## config.mk

```make
export PLATFORM = sky130hd
export DESIGN_NAME = radix_integer_formatter_unit
export DESIGN_NICKNAME = d
export VERILOG_FILES = /design/src/hdl/rif_pkg.sv /design/src/hdl/radix_integer_formatter_unit.sv
export SDC_FILE = /design/constraint.sdc
export NUM_CORES = 1
export LEC_CHECK = 0
export ABC_AREA = 1
export ABC_CLOCK_PERIOD_IN_PS = 8800
export BUFFER_PORTS_ARGS = -buffer_cell sky130_fd_sc_hd__buf_2
export CORE_MARGIN = 4
export CORE_UTILIZATION = 49
export CTS_BUF_LIST = sky130_fd_sc_hd__clkbuf_8
export CTS_CLUSTER_DIAMETER = 120
export DETAILED_ROUTE_END_ITERATION = 12
export GPL_ROUTABILITY_DRIVEN = 0
export PLACE_DENSITY = 0.65
export SLEW_MARGIN = 20
export SYNTH_ARGS = -nofsm -noshare
export SYNTH_HDL_FRONTEND = slang
export SYNTH_SLANG_ARGS = --single-unit
```

## constraint.sdc

```tcl
create_clock -name i_clk -period 8.8 [get_ports i_clk]
set_input_delay 0.44 -clock i_clk [delete_from_list [all_inputs] [get_ports i_clk]]
set_output_delay 0.44 -clock i_clk [all_outputs]
set_load 0.01 [all_outputs]
```

## src/hdl/rif_pkg.sv

```systemverilog
// ============================================================================
// rif_pkg - radix integer formatter package
// Shared widths, ASCII codes, sequencer states and digit helpers.
// ============================================================================
`default_nettype none

package rif_pkg;

    // digit store depth (least significant digits kept if more would arise)
    localparam int MAX_DIGITS = 64;

    localparam int VALUE_W = 64;
    localparam int RADIX_W = 6;
    localparam int CHAR_W  = 8;
    localparam int ND_W    = $clog2(MAX_DIGITS + 1);
    localparam int IDX_W   = $clog2(MAX_DIGITS);
    localparam int BIT_W   = $clog2(VALUE_W);

    localparam logic [RADIX_W-1:0] RADIX_RESET = 6'd10;
    localparam logic [RADIX_W-1:0] RADIX_MIN   = 6'd2;
    localparam logic [RADIX_W-1:0] RADIX_MAX   = 6'd36;

    localparam logic [CHAR_W-1:0] ASCII_ZERO  = 8'h30;
    localparam logic [CHAR_W-1:0] ASCII_A     = 8'h41;
    localparam logic [CHAR_W-1:0] ASCII_MINUS = 8'h2D;

    localparam logic [RADIX_W-1:0] DIGIT_NINE = 6'd9;
    localparam logic [RADIX_W-1:0] DIGIT_TOP  = 6'd35;
    localparam logic [RADIX_W-1:0] DIGIT_TEN  = 6'd10;

    localparam logic [VALUE_W-1:0] VALUE_MOST_NEG = {1'b1, {(VALUE_W-1){1'b0}}};
    localparam logic [VALUE_W-1:0] VALUE_MOST_POS = {1'b0, {(VALUE_W-1){1'b1}}};

    typedef enum logic [2:0] {
        ST_IDLE,
        ST_DIV,
        ST_SIGN,
        ST_READ,
        ST_EMIT
    } t_state;

    // clamp the register value to the supported bases
    function automatic logic [RADIX_W-1:0] eff_radix(input logic [RADIX_W-1:0] r);
        logic [RADIX_W-1:0] res;
        res = r;
        if (r < RADIX_MIN) begin
            res = RADIX_MIN;
        end else if (r > RADIX_MAX) begin
            res = RADIX_MAX;
        end
        return res;
    endfunction

    function automatic logic [CHAR_W-1:0] digit_char(input logic [RADIX_W-1:0] d);
        logic [CHAR_W-1:0] c;
        c = ASCII_ZERO;
        if (d <= DIGIT_NINE) begin
            c = ASCII_ZERO + CHAR_W'(d);
        end else if (d <= DIGIT_TOP) begin
            c = ASCII_A + CHAR_W'(d - DIGIT_TEN);
        end
        return c;
    endfunction

endpackage

`default_nettype wire

```

## src/hdl/radix_integer_formatter_unit.sv

```systemverilog
// ============================================================================
// radix_integer_formatter_unit - signed integer to radix text
// Formats a signed 64-bit value as ASCII digits in base 2..36, MSD first.
// ============================================================================
// Steps: the serial divider produces the digits, then a sign character if the
//   value is negative, then each digit is read back from the digit store and
//   emitted through 1 output reg. A new value is taken only when idle, after the
//   last character of the previous one; the restoring divider makes 1 bit per cycle.
// Reset: synchronous, active low; sequencer to idle, radix to 10, no strobe.
// The receiver cannot stall: each character is a single-cycle strobe.
// ============================================================================
`default_nettype none

module radix_integer_formatter_unit (
    input  wire                          i_clk,
    input  wire                          i_rst_n,
    // radix register write
    input  wire                          i_radix_we,
    input  wire  [rif_pkg::RADIX_W-1:0]  i_radix,
    // command side
    input  wire                          start,
    output logic                         busy,
    input  wire  signed [rif_pkg::VALUE_W-1:0] i_value,
    // character side
    output logic                         o_char_valid,
    output logic [rif_pkg::CHAR_W-1:0]   o_text_char,
    output logic                         o_last_char
);

    // ------------------------------------------------------------------
    // Registers
    // ------------------------------------------------------------------
    rif_pkg::t_state                r_state, n_state;
    logic [rif_pkg::RADIX_W-1:0]    r_radix;      // raw register value
    logic [rif_pkg::RADIX_W-1:0]    r_base;       // effective base of the item
    logic                           r_neg;
    logic [rif_pkg::VALUE_W-1:0]    r_quot;       // dividend in, quotient out
    logic [rif_pkg::RADIX_W-1:0]    r_rem;        // partial remainder
    logic [rif_pkg::BIT_W-1:0]      r_bit;        // divider step count
    logic [rif_pkg::ND_W-1:0]       r_nd;         // digits stored so far
    logic [rif_pkg::IDX_W-1:0]      r_idx;        // read-back pointer
    logic [rif_pkg::RADIX_W-1:0]    r_rd;         // registered store read
    logic                           r_out_valid;
    logic [rif_pkg::CHAR_W-1:0]     r_out_char;
    logic                           r_out_last;

    // digit store, least significant digit at index 0
    logic [rif_pkg::RADIX_W-1:0]    mem_digit [rif_pkg::MAX_DIGITS];

    // ------------------------------------------------------------------
    // Input conditioning: magnitude with the most negative value clamped
    // ------------------------------------------------------------------
    logic                           s_accept;
    logic                           s_in_neg;
    logic [rif_pkg::VALUE_W-1:0]    s_in_mag;

    assign s_accept = start && (r_state == rif_pkg::ST_IDLE);
    assign s_in_neg = i_value[rif_pkg::VALUE_W-1];

    always_comb begin
        if (!s_in_neg) begin
            s_in_mag = i_value;
        end else if (i_value == rif_pkg::VALUE_MOST_NEG) begin
            s_in_mag = rif_pkg::VALUE_MOST_POS;
        end else begin
            s_in_mag = (~i_value) + 1'b1;
        end
    end

    // ------------------------------------------------------------------
    // Shared divider step: restoring, one quotient bit per cycle.
    // Remainder stays below the base (<= 36) so 7 bits cover the shift.
    // ------------------------------------------------------------------
    logic [rif_pkg::RADIX_W:0]      s_shift;
    logic                           s_ge;
    logic [rif_pkg::RADIX_W-1:0]    s_rem_nxt;
    logic [rif_pkg::VALUE_W-1:0]    s_quot_nxt;
    logic                           s_div_last;
    logic                           s_more;

    assign s_shift    = {r_rem, r_quot[rif_pkg::VALUE_W-1]};
    assign s_ge       = s_shift >= {1'b0, r_base};
    assign s_rem_nxt  = s_ge ? rif_pkg::RADIX_W'(s_shift - {1'b0, r_base})
                             : rif_pkg::RADIX_W'(s_shift);
    assign s_quot_nxt = {r_quot[rif_pkg::VALUE_W-2:0], s_ge};
    assign s_div_last = (r_bit == rif_pkg::BIT_W'(rif_pkg::VALUE_W - 1));
    // another digit is due while the quotient is non-zero and room is left
    assign s_more     = (s_quot_nxt != '0)
                     && (rif_pkg::ND_W'(r_nd + 1'b1) != rif_pkg::ND_W'(rif_pkg::MAX_DIGITS));

    // ------------------------------------------------------------------
    // Sequencer: next state
    // ------------------------------------------------------------------
    always_comb begin
        n_state = r_state;
        unique case (r_state)
            rif_pkg::ST_IDLE: begin
                if (start) begin
                    n_state = rif_pkg::ST_DIV;
                end
            end
            rif_pkg::ST_DIV: begin
                if (s_div_last && !s_more) begin
                    n_state = r_neg ? rif_pkg::ST_SIGN : rif_pkg::ST_READ;
                end
            end
            rif_pkg::ST_SIGN: begin
                n_state = rif_pkg::ST_READ;
            end
            rif_pkg::ST_READ: begin
                n_state = rif_pkg::ST_EMIT;
            end
            rif_pkg::ST_EMIT: begin
                n_state = (r_idx == '0) ? rif_pkg::ST_IDLE : rif_pkg::ST_READ;
            end
            default: begin
                n_state = rif_pkg::ST_IDLE;
            end
        endcase
    end

    // ------------------------------------------------------------------
    // Sequencer: outputs
    // ------------------------------------------------------------------
    logic                           s_mem_we;
    logic                           s_mem_re;
    logic                           s_emit;
    logic [rif_pkg::CHAR_W-1:0]     s_emit_char;
    logic                           s_emit_last;

    always_comb begin
        s_mem_we    = 1'b0;
        s_mem_re    = 1'b0;
        s_emit      = 1'b0;
        s_emit_char = rif_pkg::digit_char(r_rd);
        s_emit_last = 1'b0;
        unique case (r_state)
            rif_pkg::ST_IDLE: begin
            end
            rif_pkg::ST_DIV: begin
                s_mem_we = s_div_last;
            end
            rif_pkg::ST_SIGN: begin
                s_emit      = 1'b1;
                s_emit_char = rif_pkg::ASCII_MINUS;
            end
            rif_pkg::ST_READ: begin
                s_mem_re = 1'b1;
            end
            rif_pkg::ST_EMIT: begin
                s_emit      = 1'b1;
                s_emit_last = (r_idx == '0);
            end
            default: begin
            end
        endcase
    end

    // ------------------------------------------------------------------
    // Control registers
    // ------------------------------------------------------------------
    always_ff @(posedge i_clk) begin
        if (!i_rst_n) begin
            r_state     <= rif_pkg::ST_IDLE;
            r_radix     <= rif_pkg::RADIX_RESET;
            r_out_valid <= 1'b0;
        end else begin
            r_state     <= n_state;
            r_out_valid <= s_emit;
            if (i_radix_we) begin
                r_radix <= i_radix;
            end
        end
    end

    // ------------------------------------------------------------------
    // Datapath registers
    // ------------------------------------------------------------------
    always_ff @(posedge i_clk) begin
        r_out_char <= s_emit_char;
        r_out_last <= s_emit_last;
        if (s_accept) begin
            r_base <= rif_pkg::eff_radix(r_radix);
            r_neg  <= s_in_neg;
            r_quot <= s_in_mag;
            r_rem  <= '0;
            r_bit  <= '0;
            r_nd   <= '0;
        end else if (r_state == rif_pkg::ST_DIV) begin
            r_bit <= rif_pkg::BIT_W'(r_bit + 1'b1);
            if (s_div_last) begin
                // quotient becomes the next dividend; remainder restarts
                r_quot <= s_quot_nxt;
                r_rem  <= '0;
                r_nd   <= rif_pkg::ND_W'(r_nd + 1'b1);
                r_idx  <= r_nd[rif_pkg::IDX_W-1:0];
            end else begin
                r_quot <= s_quot_nxt;
                r_rem  <= s_rem_nxt;
            end
        end else if (r_state == rif_pkg::ST_EMIT) begin
            r_idx <= rif_pkg::IDX_W'(r_idx - 1'b1);
        end
    end

    // digit store: one write port, one registered read port
    always_ff @(posedge i_clk) begin
        if (s_mem_we) begin
            mem_digit[r_nd[rif_pkg::IDX_W-1:0]] <= s_rem_nxt;
        end
        if (s_mem_re) begin
            r_rd <= mem_digit[r_idx];
        end
    end

    assign busy         = (r_state != rif_pkg::ST_IDLE);
    assign o_char_valid = r_out_valid;
    assign o_text_char  = r_out_char;
    assign o_last_char  = r_out_last;

`ifndef ASSERT_OFF
    // a character transfer only follows a sign or digit emit cycle
    a_strobe_source: assert property (@(posedge i_clk) disable iff (!i_rst_n)
        r_out_valid |-> ($past(r_state) == rif_pkg::ST_SIGN
                      || $past(r_state) == rif_pkg::ST_EMIT))
        else $error("character strobe without emit cycle");

    // the last flag never stands without a strobe
    a_last_with_valid: assert property (@(posedge i_clk) disable iff (!i_rst_n)
        o_last_char |-> o_char_valid)
        else $error("last flag without character strobe");

    // digit count never passes the store depth while dividing
    a_nd_bound: assert property (@(posedge i_clk) disable iff (!i_rst_n)
        (r_state == rif_pkg::ST_DIV) |-> (r_nd < rif_pkg::ND_W'(rif_pkg::MAX_DIGITS)))
        else $error("digit store overrun");

    // the working base stays inside 2..36
    a_base_range: assert property (@(posedge i_clk) disable iff (!i_rst_n)
        (r_state == rif_pkg::ST_DIV)
            |-> (r_base >= rif_pkg::RADIX_MIN && r_base <= rif_pkg::RADIX_MAX))
        else $error("divider base out of range");

    // an accepted command makes the unit busy
    a_accept_busy: assert property (@(posedge i_clk) disable iff (!i_rst_n)
        (start && !busy) |=> busy)
        else $error("accepted command did not start the sequencer");
`endif

endmodule

`default_nettype wire
```

Word-level counts from Yosys, hierarchy flattened
Memories as Yosys holds them, arrays and structs flattened. A register that Yosys moved wholly into a read port is not among the register bits.
Index checks and enable logic that the tools add are counted.

storage, ports and cells
  memories kept = 1
  output and inout port bits = 11
  input bits = 74
  bits in latches = 0
  logic and storage cells = 76
  bits in writable memories = 384
  register bits after elaboration = 115
  ROM bits = 0

cells by class
  equality and inequality tests = 10
  shift-type cells = 0
  reductions and logical operators = 15
  $mul = 0
  add/sub/neg operators = 8
  divide/modulo/power cells = 0
  magnitude comparators = 5
  bitwise logic cells = 2
  multiplexer cells = 22

memory list
  memory     words  width  read ports  clocked after memory_dff  write ports  RTL line                            RTL
  mem_digit  64     6      1           1                         1            radix_integer_formatter_unit.sv:48  logic [rif_pkg::RADIX_W-1:0] mem_digit [rif_pkg::MAX_DIGITS];

operator list
  kind                     number
  $mux W64                 4
  $add A64 B1 Y64 const B  1
  $eq A64 B64 Y1 const B   1
  $not A64 Y64             1
  $reduce_bool A64 Y1      1
  $mux W6                  6
  $mux W8                  2
  $pmux W3 S5              1
  $add A7 B8 Y8 const A    1
  $add A6 B6 Y7 const A    1
  $add A7 B1 Y7 const B    1
  $ge A7 B6 Y1             1
  $ne A7 B7 Y1 const B     1
  $sub A6 B4 Y7 const B    1
  $add A6 B1 Y6 const B    1
  $eq A3 B2 Y1 const B     2
  $eq A6 B6 Y1 const B     1
  $gt A6 B6 Y1 const B     1
  $le A6 B4 Y1 const B     1
  $le A6 B6 Y1 const B     1
  $logic_not A6 Y1         1
  $lt A6 B2 Y1 const B     1
  $mux W1                  6
  $mux W3                  2
  other kinds (15)         22

Logic depth before layout (Yosys ltp)
Gate-level depths: netlist (run 1).

  word-level depth = 7
  depth in mapped cells = 13
  mapped depth without buffers = 13

Worst setup path after synthesis (run 1)
Ideal clock, no wire load.

  path kind = register -> register
  start = register r_quot[63] in the netlist's numbering
  end = memory mem_digit[0][4] in the netlist's numbering (data pin)
  setup slack = 4.228 ns
  arrival = 3.861 ns
  setup time = 0.711 ns
  buffers on the path = 0
  period minus slack after synthesis = 4.572 ns
  stages on the path, launching flop included = 9
  cell sequence = edfxtp_1 > inv_1 > ha_1 > inv_1 > fa_1 > nand3_1 > nand3_1 > xor2_1 > o21ai_0

on the way
  cells in the longest elaborated chain, start to end = 2

ends and longest elaborated chain
  item                                           RTL line                                                                RTL
  start: declaration                             radix_integer_formatter_unit.sv:37                                      logic [rif_pkg::VALUE_W-1:0] r_quot;
  start signal: assignment                       radix_integer_formatter_unit.sv:185                                     r_quot <= s_in_mag;
  start signal: assignment                       radix_integer_formatter_unit.sv:193                                     r_quot <= s_quot_nxt;
  start signal: assignment                       radix_integer_formatter_unit.sv:198                                     r_quot <= s_quot_nxt;
  $sub A6 B6 Y6 or $ge A7 B6 Y1 (tied branches)  radix_integer_formatter_unit.sv:83, radix_integer_formatter_unit.sv:82
  $mux W6 *                                      radix_integer_formatter_unit.sv:83                                      assign s_rem_nxt = s_ge ? rif_pkg::RADIX_W'(s_shift - {1'b0, r_base})
  net s_rem_nxt, one bit                         radix_integer_formatter_unit.sv:76                                      logic [rif_pkg::RADIX_W-1:0] s_rem_nxt;
  end: declaration                               radix_integer_formatter_unit.sv:48

The timed path passes the listed nets; every way through them passes the cells marked *.

Worst setup path in the final report (run 1)
  start = register r_state[0]
  end = memory mem_digit[41][4] in the netlist's numbering (enable)

on the way
  cells in the longest elaborated chain, start to end = 4

ends and longest elaborated chain
  item                           RTL line                             RTL
  start: declaration             radix_integer_formatter_unit.sv:33   rif_pkg::t_state r_state, n_state;
  start signal: assignment       radix_integer_formatter_unit.sv:164  r_state <= rif_pkg::ST_IDLE;
  start signal: assignment       radix_integer_formatter_unit.sv:168  r_state <= n_state;
  $eq A3 B1 Y1                   radix_integer_formatter_unit.sv:137  unique case (r_state)
  $mux W1                        radix_integer_formatter_unit.sv:137
  $mux W1                        radix_integer_formatter_unit.sv:208  if (s_mem_we) begin
  $mux W1 (not written as such)  radix_integer_formatter_unit.sv:209  mem_digit[r_nd[rif_pkg::IDX_W-1:0]] <= s_rem_nxt;

Every way passes these cells.

==> metrics.txt, run 1 <==
max-capacitance violation count 0; row cnt 80; crit path buf inv count 2; Required @ worst endpoint 9080 ps; peak per-stage delay on the critical path 800 ps; grt total ovfl 0; multi-input logic area 0.00787 sq mm; #FFs+latches synth 505; count of final setup violators 0; htree depth 3; setup TNS 0 ps; Finished Core Util 0.550; pwr dens 257 mW/mm^2; FF/Latch Area 0.0148 sq mm; internal power of the cells 0.00471 W; Total Nets Final 2590; Die W 229 um; die area 0.0522 sq mm; worst-margin pin slew 1010 ps; R2R Path Start r_state[0]; antenna violations before repair 0; CTS tree yes; all-layer global routing usage 0.238; Seq pwr share 0.506; R2R Setup Slk 5180 ps; largest net degree at the start of global routing 194; Starting Density 0.497; critical path class flop to flop; critical path launch point type flop; total iterations of the first detailed-routing run 6; fraction of synthesis flops using an asynchronous set or reset pin 0; CTS resizes 0; Crit-path slowest cell nand4_1; crit-path cells inv_1, nor3_2, inv_2, nor2_2, nand2_2, nor2_4, nand4_1, nor2_1; commonest non-fill, non-tap cell in the layout nor2_1; I/O pins 85; CTS root buffer clkbuf_8; post-DR wirelength/cell 19.9 um; post-route ant nets 0; Max Freq 276 MHz; first-pass GRT wire length 97900 um; WP data arrival 3910 ps; reg-to-reg endpoint mem_digit[41][4]; Post-Synthesis Cells 2411; Leak 9.76 nW; RSZ-0062 raised after global routing false; reg2reg path depth 8; mapped cell area 0.0238 sq mm; switching power 0.00207 W; DR vias/cell 5.68; crit path max fanout 15; Port-buffer cells 84; WHS 60.2 ps; DRT iter0 DRCs 1948; cts bufs inserted 81; commonest cells after routing, fill and taps aside nor2_1 (472), edfxtp_1 (467), nand2_1 (432); CTS Hold Bufs 5; Comb power frac 0.197; Syn-to-layout area delta 10.7%; ANT cells 0; Crit. End Element flop; Sw Share 0.305; post-synthesis sequential area ratio 0.620; worst vdd ir 0.565 mV; Die H 229 um; crit path launch r_state[0]; CTS Buffer Depth 3; Max-slew headroom 0.325; Setup crit end mem_digit[41][4]; Levels on crit path 8; critical path's top delay family simple AND/OR/NAND/NOR gates; Tcrit/Tclk final 0.412; vias 18.0k; Layout Skew 42.9 ps; worst hold path class input port to flop; Sink Count 505; later-pin clock latency in the skew report 660 ps; Synth warnings 0; clock power share 0.297; status finished clean; share of cells above drive strength 1 0.112; final WL 63200 um; ys flop type edfxtp_1; number of hold violations in the final report 0; core area 0.0479 sq mm; Post-synth EDFFs 467; Residual DRC 0; clock slew at reported path FFs 60 ps; Yosys cell types 50; Synth Area per Inst 9.88 sq um; syn nets 2506; Post-CTS Setup Bufs 0; fin crit period 3620 ps; fill count 4237; Final Max Slew Viols 0; vias in the first global route 17.5k; DP HPWL 40500 um
==> final cells by class <==
cell class | instances | area share
Sequential cell | 505 | 0.560
Multi-Input combinational cell | 1612 | 0.298
Clock buffer | 95 | 0.0496
Tap cell | 615 | 0.0292
Inverter | 186 | 0.0268
Timing Repair Buffer | 109 | 0.0240
Clock inverter | 46 | 0.0119
==> cells by family after synthesis <==
kind of cell / synth area share
fa+ha+maj: 0.0113
flops: 0.620
xor+xnor: 0.0158
compound gates: 0.106
simple gates: 0.194
buf+inv: 0.0528
==> flip-flops by register name, summed over array words and instances (netlist names) <==
| name | count |
|---|---|
| mem_digit | 384 |
| r_quot | 64 |
| o_text_char | 8 |
| r_nd | 7 |
| r_base | 6 |
| r_bit | 6 |
| r_idx | 6 |
| r_radix | 6 |
| r_rd | 6 |
| r_rem | 6 |
| r_state | 3 |
| o_char_valid | 1 |
| o_last_char | 1 |
| r_neg | 1 |
==> routing by layer <==
metal  wire (um)  share of wire  track usage
met2       28400           0.45        0.364
met1       27600           0.44        0.346
met4        1450          0.023       0.0708
met3        5770          0.091       0.0497
met5           0              0            0
==> cell usage after synthesis (4+ instances only) <==
cell	number	area, sq um
nand2_2	6	37.5
nor2_1	472	1770
o221ai_1	5	43.8
a21oi_2	6	52.6
a21boi_1	13	97.6
o21bai_1	4	30.0
nor4_1	7	43.8
nand4_1	31	194
or2_2	5	31.3
nand3_1	117	586
a22oi_2	6	75.1
inv_1	171	642
buf_4	14	105
clkbuf_1	37	139
o21ai_1	20	100
edfxtp_1	467	14000
nor2_2	12	75.1
ha_1	20	250
buf_6	5	56.3
o21ai_0	225	1130
nand2_1	433	1630
a21oi_1	49	245
nor3_1	11	55.1
inv_2	13	48.8
o22ai_1	44	275
o211ai_1	44	330
a31oi_1	6	37.5
xnor2_1	23	201
dfxtp_1	38	761
nand3b_1	9	67.6
xor2_1	20	175
buf_2	49	245
==> worst min path at each step <==
stage               slack, ps       start  cells past startpoint         end
floorplan                 440  r_radix[0]                      2  r_radix[0]
global placement          420  r_radix[5]                      0   r_base[5]
detailed placement        420  r_radix[5]                      0   r_base[5]
CTS                         8  i_radix[5]                      3  r_radix[5]
global route               40     i_rst_n                      3  r_radix[2]
finish                     60  i_radix[5]                      3  r_radix[5]
==> tightest hold or removal path, cell delays in order <==
cell	delay, ps
buf_2	70
o21ai_0	70
a21oi_1	100
==> power by group through the flow <==
stage | registers [W] | clock network, W | logic [W]
after floorplan | 0.00354 | 0 | 0.000644
after global placement | 0.00348 | 0 | 0.00133
after detailed placement | 0.00348 | 0 | 0.00134
after CTS | 0.00344 | 0.00205 | 0.00135
after global routing | 0.00344 | 0.00217 | 0.00145
final | 0.00344 | 0.00202 | 0.00133
==> per-stage QoR <==
step	area (sq um)	instances	setup slack, ps	power (W)
global route	26400	3168	4920	0.00706
floorplan	23800	2411	4230	0.00418
finish	26400	3168	5180	0.00679
CTS	26400	3168	5190	0.00683
detailed placement	24700	3022	5210	0.00482
global placement	24700	3022	5250	0.00481
Note: power is estimated with default switching activity, not from simulation.
==> inputs of run 2 (changes only) <==
--- a/config.mk
+++ b/config.mk
@@ -6,7 +6,7 @@
 export NUM_CORES = 1
 export LEC_CHECK = 0
 export ABC_AREA = 1
-export ABC_CLOCK_PERIOD_IN_PS = 8800
+export ABC_CLOCK_PERIOD_IN_PS = 2900
 export BUFFER_PORTS_ARGS = -buffer_cell sky130_fd_sc_hd__buf_2
 export CORE_MARGIN = 4
 export CORE_UTILIZATION = 49
@@ -14,7 +14,7 @@
 export CTS_CLUSTER_DIAMETER = 120
 export DETAILED_ROUTE_END_ITERATION = 12
 export GPL_ROUTABILITY_DRIVEN = 0
-export PLACE_DENSITY = 0.65
+export PLACE_DENSITY = 0.68
 export SLEW_MARGIN = 20
 export SYNTH_ARGS = -nofsm -noshare
 export SYNTH_HDL_FRONTEND = slang
==> constraint.sdc (replaced) <==
create_clock -name i_clk -period 2.9 [get_ports i_clk]
set_input_delay 0.145 -clock i_clk [delete_from_list [all_inputs] [get_ports i_clk]]
set_output_delay 0.145 -clock i_clk [all_outputs]
set_load 0.01 [all_outputs]
==> metrics.txt, run 2 (synthesized netlist as in run 1, its figures left out) <==
commonest cells after routing, fill and taps aside nor2_1 (472), edfxtp_1 (467), nand2_1 (432); largest net degree at the start of global routing 88 (-55%); all-layer global routing usage 0.242 (+0.00347); Crit-path slowest cell o21ai_4; vias in the first global route 18.0k (+2.9%); RSZ-0062 raised after global routing false; peak per-stage delay on the critical path 700 ps (-100 ps); Cells after DPL 3070 (+1.6%); cts bufs inserted 84 (+3.7%); count of final setup violators 0 (unchanged); Post-CTS Setup Bufs 0 (unchanged); crit path buf inv count 3 (+1); Final Max Slew Viols 0 (unchanged); worst-margin pin slew 903 ps (-110 ps); pwr dens 749 mW/mm^2 (+190%); first-pass GRT wire length 101000 um (+2.7%); R2R Setup Slk 300 ps (-4870 ps); WP data arrival 3090 ps (-820 ps); htree depth 3 (unchanged); grt total ovfl 0 (unchanged); max reg flops 384 (unchanged); later-pin clock latency in the skew report 670 ps (about the same); I/O pins 85 (unchanged); Residual DRC 0 (unchanged); DR vias/cell 5.63 (-0.80%); reg2reg path depth 9 (+1); DRT iter0 DRCs 2016 (+3.5%); fill count 3940 (-7.0%); Max-slew headroom 0.396 (+0.0710); DP HPWL 41300 um (+2.0%); Hold Startpoint i_value[1]; fin crit period 2600 ps (-1030 ps); Die H 229 um (unchanged); crit path max fanout 27 (+12); Die W 229 um (unchanged); worst hold path class input port to flop; status finished clean; Final Power 0.0207 W (+210%); Starting Density 0.497 (unchanged); Crit. End Element flop; Max Freq 385 MHz (+39%); Leak 10.4 nW (+6.3%); Total Nets Final 2715 (+4.8%); Sink Count 505 (unchanged); Syn-to-layout area delta 16.0%; die area 0.0522 sq mm (unchanged); critical path launch point type flop; clock slew at reported path FFs 60 ps (about the same); CTS Buffer Depth 3 (unchanged); commonest non-fill, non-tap cell in the layout nor2_1; row cnt 80 (unchanged); share of cells above drive strength 1 0.124 (+0.0120); critical path's top delay family compound AO/OA/AOI/OAI gates; total iterations of the first detailed-routing run 6 (unchanged); number of hold violations in the final report 0 (unchanged); CTS root buffer clkbuf_8; max-capacitance violation count 0 (unchanged); Required @ worst endpoint 3390 ps (-5690 ps); Layout Skew 29.7 ps (-13.2 ps); final WL 64100 um (+1.5%); WHS 86.6 ps (+26.4 ps); post-route ant nets 0 (unchanged); crit-path cells inv_1, ha_1, nand3_1, and2_1, nor2_1, nor2_1, buf_4, o21ai_4, buf_4; reg-to-reg endpoint mem_digit[3][2]; Hold Crit Endpoint r_quot[1]; core area 0.0479 sq mm (unchanged); R2R Path Start r_base[2]; critical path class flop to flop; antenna violations before repair 1 (+1); vias 18.6k (+3.3%); ANT cells 0 (unchanged); post-DR wirelength/cell 19.4 um (-2.5%); Tcrit/Tclk final 0.896 (+0.484); WHS Path Cells 5 (+2); CTS tree yes; worst vdd ir 0.677 mV (+20%); final cell count without fillers 3299 (+4.1%); Port-buffer cells 84 (unchanged)
run 2: changes by cell type in the layout (fill, tap and decap cells not counted), moves of 6 or more:
cell           change
clkinv_1           +6
dlygate4sd3_1     +74
buf_4             +34
buf_12            +14
run 2: layout make-up:
type                       instances  area (sq um)  area share
clock buffer                      98          1350      0.0488
sequential                       505         14800       0.535
inverter                         186           703      0.0254
clock inverter                    52           274     0.00991
timing repair buffer             231          1910      0.0691
multi-input combinational       1612          7850       0.284
tap                              615           769      0.0278
run 2: timing repair:
| action | 4_1_cts | 5_1_grt |
|---|---|---|
| hold buffers | 79 | 0 |
| resized for setup | 0 | 0 |
| endpoints found under the hold margin | 70 | 0 |
run 2: worst max path at each step:
stage	from	end	slack, ps	depth (start not counted)
3_5_place_dp	r_base[2]	mem_digit[3][2]	370	9
2_1_floorplan	r_base[2]	mem_digit[0][0]	-530	8
4_1_cts	r_base[2]	mem_digit[3][2]	330	9
3_3_place_gp	r_base[2]	mem_digit[1][2]	460	9
5_1_grt	r_base[5]	mem_digit[3][2]	160	10
6_report	r_base[2]	mem_digit[3][2]	300	9
run 2: layer usage:
metal / wire (um) / global-route usage / vias up
met5: 0 / 0 / -
met4: 1760 / 0.0859 / 0
met3: 6240 / 0.0442 / 133
met2: 29200 / 0.376 / 889
met1: 26900 / 0.343 / 8838
li1: - / - / 8717
run 2: tightest hold or removal path: stages:
cell and delay [ps]:
buf_2 90, inv_1 50, o21ai_0 180, o22ai_1 80
inv_1 80
run 2: stage by stage:
| stage | cell area [sq um] | TNS [ps] | utilization | worst slack [ps] |
|---|---|---|---|---|
| after detailed placement | 25200 | 0 | 0.526 | 365 |
| final | 27600 | 0 | 0.576 | 302 |
| after CTS | 27600 | 0 | 0.576 | 331 |
| after floorplan | 23800 | -92700 | - | -529 |
| after global routing | 27600 | 0 | 0.576 | 155 |
| after global placement | 25200 | 0 | 0.526 | 465 |
run 2: power breakdown:
group	switching (W)	internal, W
logic	0.00315	0.00114
registers	0.000126	0.0102
clock network	0.00289	0.00318
total	0.00617	0.0145
==> inputs of run 3 (changes only) <==
--- a/config.mk
+++ b/config.mk
@@ -8,13 +8,15 @@
 export ABC_AREA = 1
 export ABC_CLOCK_PERIOD_IN_PS = 2900
 export BUFFER_PORTS_ARGS = -buffer_cell sky130_fd_sc_hd__buf_2
+export CELL_PAD_IN_SITES_DETAIL_PLACEMENT = 0
+export CELL_PAD_IN_SITES_GLOBAL_PLACEMENT = 1
 export CORE_MARGIN = 4
-export CORE_UTILIZATION = 49
+export CORE_UTILIZATION = 46
 export CTS_BUF_LIST = sky130_fd_sc_hd__clkbuf_8
 export CTS_CLUSTER_DIAMETER = 120
 export DETAILED_ROUTE_END_ITERATION = 12
 export GPL_ROUTABILITY_DRIVEN = 0
-export PLACE_DENSITY = 0.68
+export PLACE_DENSITY_LB_ADDON = 0.1
 export SLEW_MARGIN = 20
 export SYNTH_ARGS = -nofsm -noshare
 export SYNTH_HDL_FRONTEND = slang
==> metrics.txt, run 3 (synthesized netlist as in run 1, its figures left out) <==
status finished clean; Sink Count 505 (unchanged); Final Power 0.0207 W (about the same); max-capacitance violation count 0 (unchanged); WHS 56.4 ps (-30.2 ps); DR vias/cell 5.40 (-4.0%); Layout Skew 35.1 ps (+5.40 ps); Setup Slack @ Placement 234 ps (-131 ps); share of cells above drive strength 1 0.131 (+0.00644); worst-margin pin slew 1130 ps (+231 ps); post-DR wirelength/cell 20.2 um (+4.2%); critical path launch point type flop; max reg flops 384 (unchanged); largest net degree at the start of global routing 91 (+3.4%); commonest non-fill, non-tap cell in the layout nor2_1; grt total ovfl 0 (unchanged); pwr dens 739 mW/mm^2 (-1.4%); post-route ant nets 0 (unchanged); Starting Density 0.465 (-0.0325); count of final setup violators 0 (unchanged); worst vdd ir 0.614 mV (-9.4%); WHS Path Cells 4 (-1); total iterations of the first detailed-routing run 5 (-1); CTS tree yes; Die W 236 um (+3.1%); ANT cells 0 (unchanged); critical path class flop to flop; Die H 236 um (+3.1%); final WL 68800 um (+7.4%); RSZ-0062 raised after global routing false; Total Nets Final 2746 (+1.1%); DRT iter0 DRCs 1277 (-37%); later-pin clock latency in the skew report 660 ps (about the same); WP data arrival 3180 ps (+90 ps); core area 0.0513 sq mm (+7.0%); clock slew at reported path FFs 60 ps (about the same); R2R Path Start r_base[2]; antenna violations before repair 0 (-1); reg2reg path depth 9 (unchanged); number of hold violations in the final report 0 (unchanged); I/O pins 85 (unchanged); Required @ worst endpoint 3370 ps (-20 ps); DP HPWL 45900 um (+11%); all-layer global routing usage 0.244 (+0.00201); vias in the first global route 18.0k (+0.16%); vias 18.4k (-1.1%); Port-buffer cells 84 (unchanged); worst hold path class input port to flop; R2R Setup Slk 190 ps (-120 ps); crit path max fanout 33 (+22%); Setup crit end mem_digit[15][4]; first-pass GRT wire length 105000 um (+4.8%); Hold Startpoint i_value[54]; htree depth 3 (unchanged); die area 0.0555 sq mm (+6.3%); CTS Buffer Depth 3 (unchanged); CTS root buffer clkbuf_8; Final Max Slew Viols 0 (unchanged); Max-slew headroom 0.243 (-0.153); Tcrit/Tclk final 0.936 (+0.0399); row cnt 83 (+3.8%); cts bufs inserted 85 (+1.2%); Residual DRC 0 (unchanged); Max Freq 368 MHz (-4.3%); commonest cells after routing, fill and taps aside nor2_1 (472), edfxtp_1 (467), nand2_1 (432); fin crit period 2710 ps (+116 ps); setup ws final 186 ps (-116 ps); Post-CTS Setup Bufs 0 (unchanged); reg-to-reg endpoint mem_digit[15][4]; crit path launch r_base[2]; Leak 10.6 nW (+1.7%); Syn-to-layout area delta 17.4%; setup TNS 0 ps (unchanged); Crit. End Element flop
-- run 3: how the worst min path moves through the flow --
stage | end | slack (ps)
floorplan | r_neg | 240
global placement | r_radix[3] | 360
detailed placement | r_radix[3] | 380
CTS | r_quot[54] | 0.7
global route | r_quot[54] | 40
finish | r_quot[54] | 60
-- run 3: metal layers --
metal  up-vias  wire length [um]  global-route usage
met5         -                 0                   0
met4         0              2530               0.100
met3       134              4440              0.0430
met2       641             32900               0.401
met1      8800             29000               0.322
li1       8798                 -                   -
-- run 3: metrics by stage --
step	cells	utilization	area [sq um]
finish	3400	0.546	28000
global placement	3162	0.498	25500
CTS	3400	0.546	28000
detailed placement	3162	0.498	25500
global route	3400	0.546	28000
floorplan	2411	-	23800
-- run 3: layout make-up --
class	instances	area (sq um)
clock buffers	89	1220
clock inverters	67	415
fillers	4627	23300
inverters	186	703
multi-input cells	1612	7840
flip-flops and latches	505	14800
well taps	680	851
repair buffers	261	2170
-- run 3: power breakdown --
group,internal [W],leakage (nW),switching [W],total [W]
sequential,0.0102,4.60,0.000130,0.0104
combinational,0.00109,5.01,0.00310,0.00419
clock,0.00330,0.940,0.00284,0.00614
-- run 3: timing repair --
item | 4_1_cts | 5_1_grt
resized for setup | 0 | 0
hold buffers | 82 | 0
setup endpoints to repair | 0 | 0
hold endpoints to repair | 76 | 0
-- run 3: critical path: stages (launching register included) --
cell and delay, ps:
edfxtp_1 320, inv_1 40, ha_1 360, nand3_1 100
and2_1 200, nor2_1 100, nor2_1 120, buf_4 180
o21ai_4 780, buf_12 280
